[src/hw/rtl/msr_pkg.sv]
package msr_pkg;

  localparam int KEY_W   = 2;
  localparam int SPEED_W = 10;
  localparam int TICKS_W = 8;
  localparam int MODE_W  = 2;
  localparam int CFG_AW  = 1;

  localparam logic [SPEED_W-1:0] SpeedMax = 10'd996;

  typedef enum logic [MODE_W-1:0] {
    MODE_STOP  = 2'd0,
    MODE_RUN   = 2'd1,
    MODE_FAULT = 2'd2
  } mode_t;

  typedef enum logic [KEY_W-1:0] {
    KEY_RUN  = 2'd0,
    KEY_STOP = 2'd1,
    KEY_DIR  = 2'd2,
    KEY_NONE = 2'd3
  } key_t;

  // configuration register indexes
  localparam logic [CFG_AW-1:0] CFG_ACCEL_TICKS = 1'b0;
  localparam logic [CFG_AW-1:0] CFG_DECEL_TICKS = 1'b1;

  typedef struct packed {
    mode_t              mode;
    logic [SPEED_W-1:0] speed;
    logic [TICKS_W-1:0] accel_count;
    logic [TICKS_W-1:0] decel_count;
    logic               stop_req;
    logic               rev_req;
    logic               dir;
    logic [KEY_W-1:0]   last_key;
  } ctl_state_t;

  typedef struct packed {
    logic [KEY_W-1:0]   key_sel;
    logic               fault_n;
    logic [SPEED_W-1:0] target_speed;
  } tick_t;

  typedef struct packed {
    logic [SPEED_W-1:0] speed_now;
    logic [MODE_W-1:0]  mode_now;
    logic               direction;
    logic               pwm_active;
  } result_t;

endpackage

[src/hw/rtl/msr_req_if.sv]
interface msr_req_if;
  logic                        valid;
  logic                        ready;
  logic [msr_pkg::KEY_W-1:0]   key_sel;
  logic                        fault_n;
  logic [msr_pkg::SPEED_W-1:0] target_speed;

  modport source (output valid, key_sel, fault_n, target_speed, input ready);
  modport sink (input valid, key_sel, fault_n, target_speed, output ready);
endinterface

[src/hw/rtl/msr_res_if.sv]
interface msr_res_if;
  logic                        valid;
  logic                        ready;
  logic [msr_pkg::SPEED_W-1:0] speed_now;
  logic [msr_pkg::MODE_W-1:0]  mode_now;
  logic                        direction;
  logic                        pwm_active;

  modport source (output valid, speed_now, mode_now, direction, pwm_active, input ready);
  modport sink (input valid, speed_now, mode_now, direction, pwm_active, output ready);
endinterface

[src/hw/rtl/msr_cfg_if.sv]
interface msr_cfg_if;
  logic                        valid;
  logic                        ready;
  logic [msr_pkg::CFG_AW-1:0]  addr;
  logic [msr_pkg::TICKS_W-1:0] data;

  modport source (output valid, addr, data, input ready);
  modport sink (input valid, addr, data, output ready);
endinterface

[src/hw/rtl/msr_step.sv]
module msr_step (
  input  msr_pkg::ctl_state_t          cur,
  input  msr_pkg::tick_t               tick,
  input  logic [msr_pkg::TICKS_W-1:0]  accel_ticks,
  input  logic [msr_pkg::TICKS_W-1:0]  decel_ticks,
  output msr_pkg::ctl_state_t          nxt,
  output msr_pkg::result_t             result
);
  import msr_pkg::*;

  logic               key_edge;
  logic               fault;
  logic [SPEED_W-1:0] tgt_sat;
  logic [SPEED_W-1:0] goal;
  logic [TICKS_W-1:0] acc_inc;
  logic [TICKS_W-1:0] dec_inc;
  logic [SPEED_W-1:0] speed_dec;

  assign key_edge = (tick.key_sel != cur.last_key);
  assign fault    = ~tick.fault_n;
  assign tgt_sat  = (tick.target_speed > SpeedMax) ? SpeedMax : tick.target_speed;

  always_comb begin
    nxt = cur;

    // key and fault handling
    unique case (cur.mode)
      MODE_RUN: begin
        if (fault) begin
          nxt.stop_req = 1'b0;
          nxt.rev_req  = 1'b0;
          nxt.mode     = MODE_FAULT;
        end else if (key_edge && tick.key_sel == KEY_STOP) begin
          nxt.stop_req = 1'b1;
        end else if (key_edge && tick.key_sel == KEY_DIR) begin
          nxt.stop_req = 1'b1;
          nxt.rev_req  = 1'b1;
        end
      end
      MODE_FAULT: begin
        if (!fault && key_edge && tick.key_sel == KEY_STOP) begin
          nxt.mode = MODE_STOP;
        end
      end
      default: begin
        if (fault) begin
          nxt.mode = MODE_FAULT;
        end else if (key_edge && tick.key_sel == KEY_RUN) begin
          nxt.mode = MODE_RUN;
        end else if (key_edge && tick.key_sel == KEY_DIR) begin
          nxt.dir = ~cur.dir;
        end
      end
    endcase
    nxt.last_key = tick.key_sel;

    // ramp one step toward the goal
    goal      = nxt.stop_req ? '0 : tgt_sat;
    acc_inc   = nxt.accel_count + 8'd1;
    dec_inc   = nxt.decel_count + 8'd1;
    speed_dec = nxt.speed - 10'd1;
    if (nxt.mode != MODE_RUN || nxt.speed == goal) begin
      nxt.accel_count = '0;
      nxt.decel_count = '0;
    end else if (nxt.speed < goal) begin
      nxt.decel_count = '0;
      if (acc_inc >= accel_ticks) begin
        nxt.accel_count = '0;
        nxt.speed       = nxt.speed + 10'd1;
      end else begin
        nxt.accel_count = acc_inc;
      end
    end else begin
      nxt.accel_count = '0;
      if (dec_inc >= decel_ticks) begin
        nxt.decel_count = '0;
        nxt.speed       = speed_dec;
        if (speed_dec == '0 && nxt.stop_req) begin
          nxt.stop_req = 1'b0;
          if (nxt.rev_req) begin
            nxt.rev_req = 1'b0;
            nxt.dir     = ~nxt.dir;
          end else begin
            nxt.mode = MODE_STOP;
          end
        end
      end else begin
        nxt.decel_count = dec_inc;
      end
    end

    result.speed_now  = nxt.speed;
    result.mode_now   = nxt.mode;
    result.direction  = nxt.dir;
    result.pwm_active = (nxt.mode == MODE_RUN) && (nxt.speed != '0);
  end

endmodule

[src/hw/rtl/motor_speed_ramp_mode_control.sv]
// Channel  Role    Payload                                    Handshake
// req      sink    key_sel[1:0], fault_n, target_speed[9:0]   valid/ready
// res      source  speed_now[9:0], mode_now[1:0], direction,  valid/ready
//                  pwm_active
// cfg      sink    addr[0] (0 accel_ticks, 1 decel_ticks),    valid/ready (ready always 1)
//                  data[7:0]
//
// One request per clock sustained while res.ready holds.
// The tick update is one combinational pass from the input register into the state and
// result registers; the state loop closes through that pass alone.
// Reset (rst, synchronous) returns to stop mode, speed zero, no key, ticks registers to 1.
// A stalled result is held in the output register and a second one in a skid register;
// req.ready drops only while the skid register is full.
module motor_speed_ramp_mode_control (
  input  logic      clk,
  input  logic      rst,
  msr_req_if.sink   req,
  msr_res_if.source res,
  msr_cfg_if.sink   cfg
);
  import msr_pkg::*;

  // configuration registers
  logic [TICKS_W-1:0] accel_ticks;
  logic [TICKS_W-1:0] decel_ticks;

  // controller state
  ctl_state_t state;
  ctl_state_t state_next;

  // input register
  logic  in_valid;
  tick_t in_tick;

  // output register and skid register
  logic    out_valid;
  result_t out_data;
  logic    skid_valid;
  result_t skid_data;
  result_t step_result;

  logic req_fire;
  logic step_fire;

  // accept a new request unless the input register and the skid register both hold one
  assign req.ready = ~in_valid | ~skid_valid;
  assign req_fire  = req.valid & req.ready;
  assign step_fire = in_valid & ~skid_valid;

  // config writes are always taken
  assign cfg.ready = 1'b1;

  always_ff @(posedge clk) begin
    if (rst) begin
      accel_ticks <= 8'd1;
      decel_ticks <= 8'd1;
    end else if (cfg.valid) begin
      unique case (cfg.addr)
        CFG_ACCEL_TICKS: accel_ticks <= cfg.data;
        CFG_DECEL_TICKS: decel_ticks <= cfg.data;
      endcase
    end
  end

  // hold the request until the step consumes it
  always_ff @(posedge clk) begin
    if (rst) begin
      in_valid <= 1'b0;
    end else begin
      in_valid <= req_fire | (in_valid & ~step_fire);
    end
  end

  always_ff @(posedge clk) begin
    if (req_fire) begin
      in_tick.key_sel      <= req.key_sel;
      in_tick.fault_n      <= req.fault_n;
      in_tick.target_speed <= req.target_speed;
    end
  end

  msr_step u_step (
    .cur         (state),
    .tick        (in_tick),
    .accel_ticks (accel_ticks),
    .decel_ticks (decel_ticks),
    .nxt         (state_next),
    .result      (step_result)
  );

  // advance the controller state once per consumed tick
  always_ff @(posedge clk) begin
    if (rst) begin
      state.mode        <= MODE_STOP;
      state.speed       <= '0;
      state.accel_count <= '0;
      state.decel_count <= '0;
      state.stop_req    <= 1'b0;
      state.rev_req     <= 1'b0;
      state.dir         <= 1'b0;
      state.last_key    <= KEY_NONE;
    end else if (step_fire) begin
      state <= state_next;
    end
  end

  // output register with skid: drain skid first, park a result there on a stall
  always_ff @(posedge clk) begin
    if (rst) begin
      out_valid  <= 1'b0;
      skid_valid <= 1'b0;
    end else begin
      if (!out_valid || res.ready) begin
        if (skid_valid) begin
          out_valid  <= 1'b1;
          skid_valid <= 1'b0;
        end else begin
          out_valid <= step_fire;
        end
      end else if (step_fire) begin
        skid_valid <= 1'b1;
      end
    end
  end

  always_ff @(posedge clk) begin
    if (!out_valid || res.ready) begin
      if (skid_valid) begin
        out_data <= skid_data;
      end else if (step_fire) begin
        out_data <= step_result;
      end
    end else if (step_fire) begin
      skid_data <= step_result;
    end
  end

  assign res.valid      = out_valid;
  assign res.speed_now  = out_data.speed_now;
  assign res.mode_now   = out_data.mode_now;
  assign res.direction  = out_data.direction;
  assign res.pwm_active = out_data.pwm_active;

  // skid register only fills behind a stalled output register
  a_skid_behind_out: assert property (@(posedge clk) disable iff (rst)
    skid_valid |-> out_valid)
    else $error("skid register valid while output register empty");

  // ramp never leaves the speed range
  a_speed_range: assert property (@(posedge clk) disable iff (rst)
    state.speed <= SpeedMax)
    else $error("speed above range");

  // ramp counters stay clear outside run mode
  a_counters_idle: assert property (@(posedge clk) disable iff (rst)
    state.mode != MODE_RUN |-> (state.accel_count == '0 && state.decel_count == '0))
    else $error("ramp counter running outside run mode");

  // fault mode exits only to stop
  a_fault_exit: assert property (@(posedge clk) disable iff (rst)
    (state.mode == MODE_FAULT) ##1 (state.mode != MODE_FAULT) |-> state.mode == MODE_STOP)
    else $error("fault mode left to a mode other than stop");

endmodule
[src/flat_wrapper.sv]
// flat-port wrapper written by rule: the top's interface ports become plain ports
module motor_speed_ramp_mode_control_flat import msr_pkg::*;
  (clk, rst, req_valid, req_key_sel, req_fault_n, req_target_speed, req_ready, res_valid, res_speed_now, res_mode_now, res_direction, res_pwm_active, res_ready, cfg_valid, cfg_addr, cfg_data, cfg_ready);
  msr_req_if req_i ();
  msr_res_if res_i ();
  msr_cfg_if cfg_i ();
  input  logic clk;
  input  logic rst;
  input wire logic [$bits(req_i.valid)-1:0] req_valid;
  input wire logic [$bits(req_i.key_sel)-1:0] req_key_sel;
  input wire logic [$bits(req_i.fault_n)-1:0] req_fault_n;
  input wire logic [$bits(req_i.target_speed)-1:0] req_target_speed;
  output wire logic [$bits(req_i.ready)-1:0] req_ready;
  output wire logic [$bits(res_i.valid)-1:0] res_valid;
  output wire logic [$bits(res_i.speed_now)-1:0] res_speed_now;
  output wire logic [$bits(res_i.mode_now)-1:0] res_mode_now;
  output wire logic [$bits(res_i.direction)-1:0] res_direction;
  output wire logic [$bits(res_i.pwm_active)-1:0] res_pwm_active;
  input wire logic [$bits(res_i.ready)-1:0] res_ready;
  input wire logic [$bits(cfg_i.valid)-1:0] cfg_valid;
  input wire logic [$bits(cfg_i.addr)-1:0] cfg_addr;
  input wire logic [$bits(cfg_i.data)-1:0] cfg_data;
  output wire logic [$bits(cfg_i.ready)-1:0] cfg_ready;
  assign req_i.valid = req_valid;
  assign req_i.key_sel = req_key_sel;
  assign req_i.fault_n = req_fault_n;
  assign req_i.target_speed = req_target_speed;
  assign req_ready = req_i.ready;
  assign res_valid = res_i.valid;
  assign res_speed_now = res_i.speed_now;
  assign res_mode_now = res_i.mode_now;
  assign res_direction = res_i.direction;
  assign res_pwm_active = res_i.pwm_active;
  assign res_i.ready = res_ready;
  assign cfg_i.valid = cfg_valid;
  assign cfg_i.addr = cfg_addr;
  assign cfg_i.data = cfg_data;
  assign cfg_ready = cfg_i.ready;
  motor_speed_ramp_mode_control u_core (.clk(clk), .rst(rst), .req(req_i), .res(res_i), .cfg(cfg_i));
endmodule
[config.mk]
export PLATFORM = sky130hd
export DESIGN_NAME = motor_speed_ramp_mode_control_flat
export DESIGN_NICKNAME = d
export VERILOG_FILES = /design/src/hw/rtl/msr_pkg.sv /design/src/hw/rtl/msr_req_if.sv /design/src/hw/rtl/msr_res_if.sv /design/src/hw/rtl/msr_cfg_if.sv /design/src/hw/rtl/msr_step.sv /design/src/hw/rtl/motor_speed_ramp_mode_control.sv /design/src/flat_wrapper.sv
export SDC_FILE = /design/constraint.sdc
export NUM_CORES = 1
export LEC_CHECK = 0
export BUFFER_PORTS_ARGS = -buffer_cell sky130_fd_sc_hd__buf_2
export CAP_MARGIN = 20
export CORE_AREA = 8 8 98 100
export CTS_BUF_LIST = sky130_fd_sc_hd__clkbuf_8
export CTS_CLUSTER_SIZE = 40
export DETAILED_ROUTE_END_ITERATION = 10
export DIE_AREA = 0 0 106 108
export PLACE_DENSITY = 0.93
export SYNTH_ARGS = -nofsm -noshare
export SYNTH_HDL_FRONTEND = slang
export SYNTH_SLANG_ARGS = --single-unit
[constraint.sdc]
create_clock -name clk -period 6.29 [get_ports clk]
set_input_delay 1.258 -clock clk [delete_from_list [all_inputs] [get_ports clk]]
set_output_delay 1.258 -clock clk [all_outputs]
set_load 0.01 [all_outputs]
==> qor.yml <==
outcome:
  status: "finished, final reports clean"
route:
  ant_nets: 0
  dr_total_vias: 4249
  first_iter_violations: 315
  wl_per_cell_um: 17.1
  viasPerCell: 6.07
  drc_errors: 0
  routed_wl_um: 11900
  dr.pass1.iters: 5
critical_path:
  reg2regPathDepth: 17
  cp_max_fo: 12
  path_class: "flip-flop to flip-flop"
  critPathTopFamily: "compound AO/OA/AOI/OAI gates"
  setup.worst_path.end_class: "flip-flop"
  path_buf_inv: 2
  cp.required_ns: 6.39
  crit_cells: 17
  start_kind: "flip-flop"
  arrival_ns: 4.77
  slowest_delay_ns: 0.76
  path_cells: "inv_1 -> ha_1 -> a21boi_0 -> o21bai_1 -> inv_1 -> nor2_1 -> nand2_1 -> ha_1 -> nor2b_1 -> o211ai_1 -> nand2_1 -> o211ai_1 -> o22ai_1 -> xor2_1 -> nor3_1 -> nor4b_1 -> a21oi_1"
  crit_slowest_cell: "o211ai_1"
  r2r_slack_ns: 1.62
min_path:
  hp-class: "flip-flop to flip-flop"
  hold_path_depth: 2
die:
  pin_count: 44
  start_util_pct: 63.7
  die-area_mm2: 0.0114
  core_area_mm2: 0.00805
  die_w_um: 106
  rows: 33
  dieHeight_um: 108
timing:
  finalSetupTns_ns: 0
  layout_setup_ws_ns: 1.62
  setup_viol: 0
  fin_crit_ns: 4.67
  finalMaxSlewViolations: 0
  finalCritPeriodShare_pct: 74.2
  worst_pin_slew_ns: 0.970
  slew_headroom_pct: 35.3
  finalHoldViolCount: 0
  max_freq_mhz: 214
  rsz0062_at_grt: "false"
  whs_ns: 0.462
  final.setup_skew_ns: 0.0145
cts:
  clockRootBuffer: "clkbuf_8"
  ctsLongestPathBuffers: 2
  cts_max_level: 3
  cts_setup_buffers: 0
  postCtsHoldBufs: 0
  clkSinkCount: 93
  clk_pin_slew_ns: 0.09
  cts_made_buffers: 9
  insertion_delay_ns: 0.35
  cts_tree: "yes"
  cts_resized: 0
yosys:
  synth_area_per_cell_um2: 9.20
  synth_top_family_by_area: "simple AND/OR/NAND/NOR gates"
  synthTopCellsByArea: "edfxtp_1, dfxtp_1, ha_1, nand2_1, a21oi_1"
  synth.distinct_cells: 62
  synth-xor-area-share_pct: 4.92
  synth_compound_area_share_pct: 13.3
  syn_inst: 558
  synthFlopType: "dfxtp_1"
  yosys.area_share.simple_pct: 22.4
  yosys_warnings: 0
  async_flop_share_pct: 0
  synth-adder-area-share_pct: 8.04
  synth.cell_area_mm2: 0.00513
  synth_seq_cells: 93
  yosys-top-cells-count: "nand2_1, dfxtp_1, nor2_1, a21oi_1, edfxtp_1"
  netlist.area_leader.share_pct: 24.0
  synth.yosys.seq_area_share_pct: 44.3
  synth_mux_area_share_pct: 3.00
  yosys.area.top_type: "edfxtp_1"
  synth_nets: 618
  synth_edf_count: 41
  yosysMostFrequentCell: "nand2_1"
global_route:
  grt_max_degree: 53
  grt_pass1_vias: 4236
  grt_pass1_wl_um: 19800
  gr-total-overflow: 0
  grt.total_usage_pct: 21.1
  antenna_found_initial: 0
layout:
  n_fill_cell: 610
  final_util_pct: 69.4
  insertedDiodeCount: 0
  synthToLayoutAreaGrowth_pct: 8.83
  layout-drive-gt1-share_pct: 13.3
  stdcell_area_mm2: 0.00559
  nets: 650
power:
  power_density_mw_per_mm2: 211
  p_leak_nw: 2.25
  vdd_drop_max_uv: 114
place:
  place_congestion: 0.935
  post-place-ws_ns: 1.68
  portBuffers: 42
  dpl_cell_area_mm2: 0.00539
  dp_hpwl_um: 8730
flow_run:
  max_cap_violations: 0
layout make-up:
cell class,count,area (µm²),area share [%]
Clock buffer,9,124,2.22
Clock inverter,7,66.3,1.19
Inverter,27,101,1.81
Multi-Input combinational cell,414,2660,47.6
Sequential cell,93,2270,40.7
Tap cell,105,131,2.35
Timing Repair Buffer,45,233,4.17
per-stage QoR:
step	std cells	power, mW
2_1_floorplan	558	0.754
3_3_place_gp	683	0.788
3_5_place_dp	683	0.795
4_1_cts	699	1.18
5_1_grt	700	1.22
6_report	700	1.18
logic make-up (layout without fill, tap and decap cells):
kind of cell,after synthesis,count (layout)
AOI/OAI and AO/OA,111,111
xor gates and xnor gates,28,28
adders and majority gates,33,33
buffers and inverters,51,88
DFF,93,93
muxes,14,14
other,1,1
and+or+nand+nor,227,227
report_power, final:
part / total, mW / switching (mW) / internal [mW]
Clock: 0.393 / 0.210 / 0.183
Sequential: 0.660 / 0.0113 / 0.649
Combinational: 0.123 / 0.0772 / 0.0457
Total: 1.18 / 0.299 / 0.878
path summary, 6_finish.rpt:
check | start | end
worst max-delay path | u_core.state[32]$_SDFFE_PP0P_ | u_core.res.pwm_active$_DFFE_PP_
worst min-delay path | u_core.accel_ticks[5]$_SDFFE_PP0P_ | u_core.accel_ticks[5]$_SDFFE_PP0P_
worst max register to register | u_core.state[32]$_SDFFE_PP0P_ | u_core.res.pwm_active$_DFFE_PP_
worst min register to register | u_core.accel_ticks[5]$_SDFFE_PP0P_ | u_core.accel_ticks[5]$_SDFFE_PP0P_
metal layers:
metal  routed length, µm  up-vias  track usage [%]
li1                    -     2042                -
met1                4860     1986             24.0
met2                5870      174             37.0
met3                 759       47             3.93
met4                 453        0             11.3
met5                   0        -                0
registers in the layout, indices dropped and copies added (netlist names), 2 cells and up:
register,count
u_core.skid_data,14
u_core.in_tick,13
u_core.accel_ticks,8
u_core.res.mode_now,2
u_core.state,33
u_core.decel_ticks,8
u_core.res.speed_now,10
tightest hold or removal path: cells and delay by family (launching register included):
kind            cells  cell delay [ns]
flops               1             0.32
simple gates        1             0.05
compound gates      1             0.05
cells in the final DEF (no fill, tap or decap), drive strengths merged, types with 5 or more instances in the layout:
cell type / count
clkbuf: 9
o21ai: 21
inv: 31
o211ai: 7
a22oi: 7
xor2: 15
dfxtp: 52
nor3: 17
edfxtp: 41
nor2b: 5
xnor2: 13
or3: 6
and3: 11
mux2: 11
nand3: 21
nor2: 45
ha: 33
and2: 8
a21oi: 42
nand3b: 6
nand2b: 10
nand2: 74
buf: 45
No activity file was read; power rests on OpenSTA's default activity.
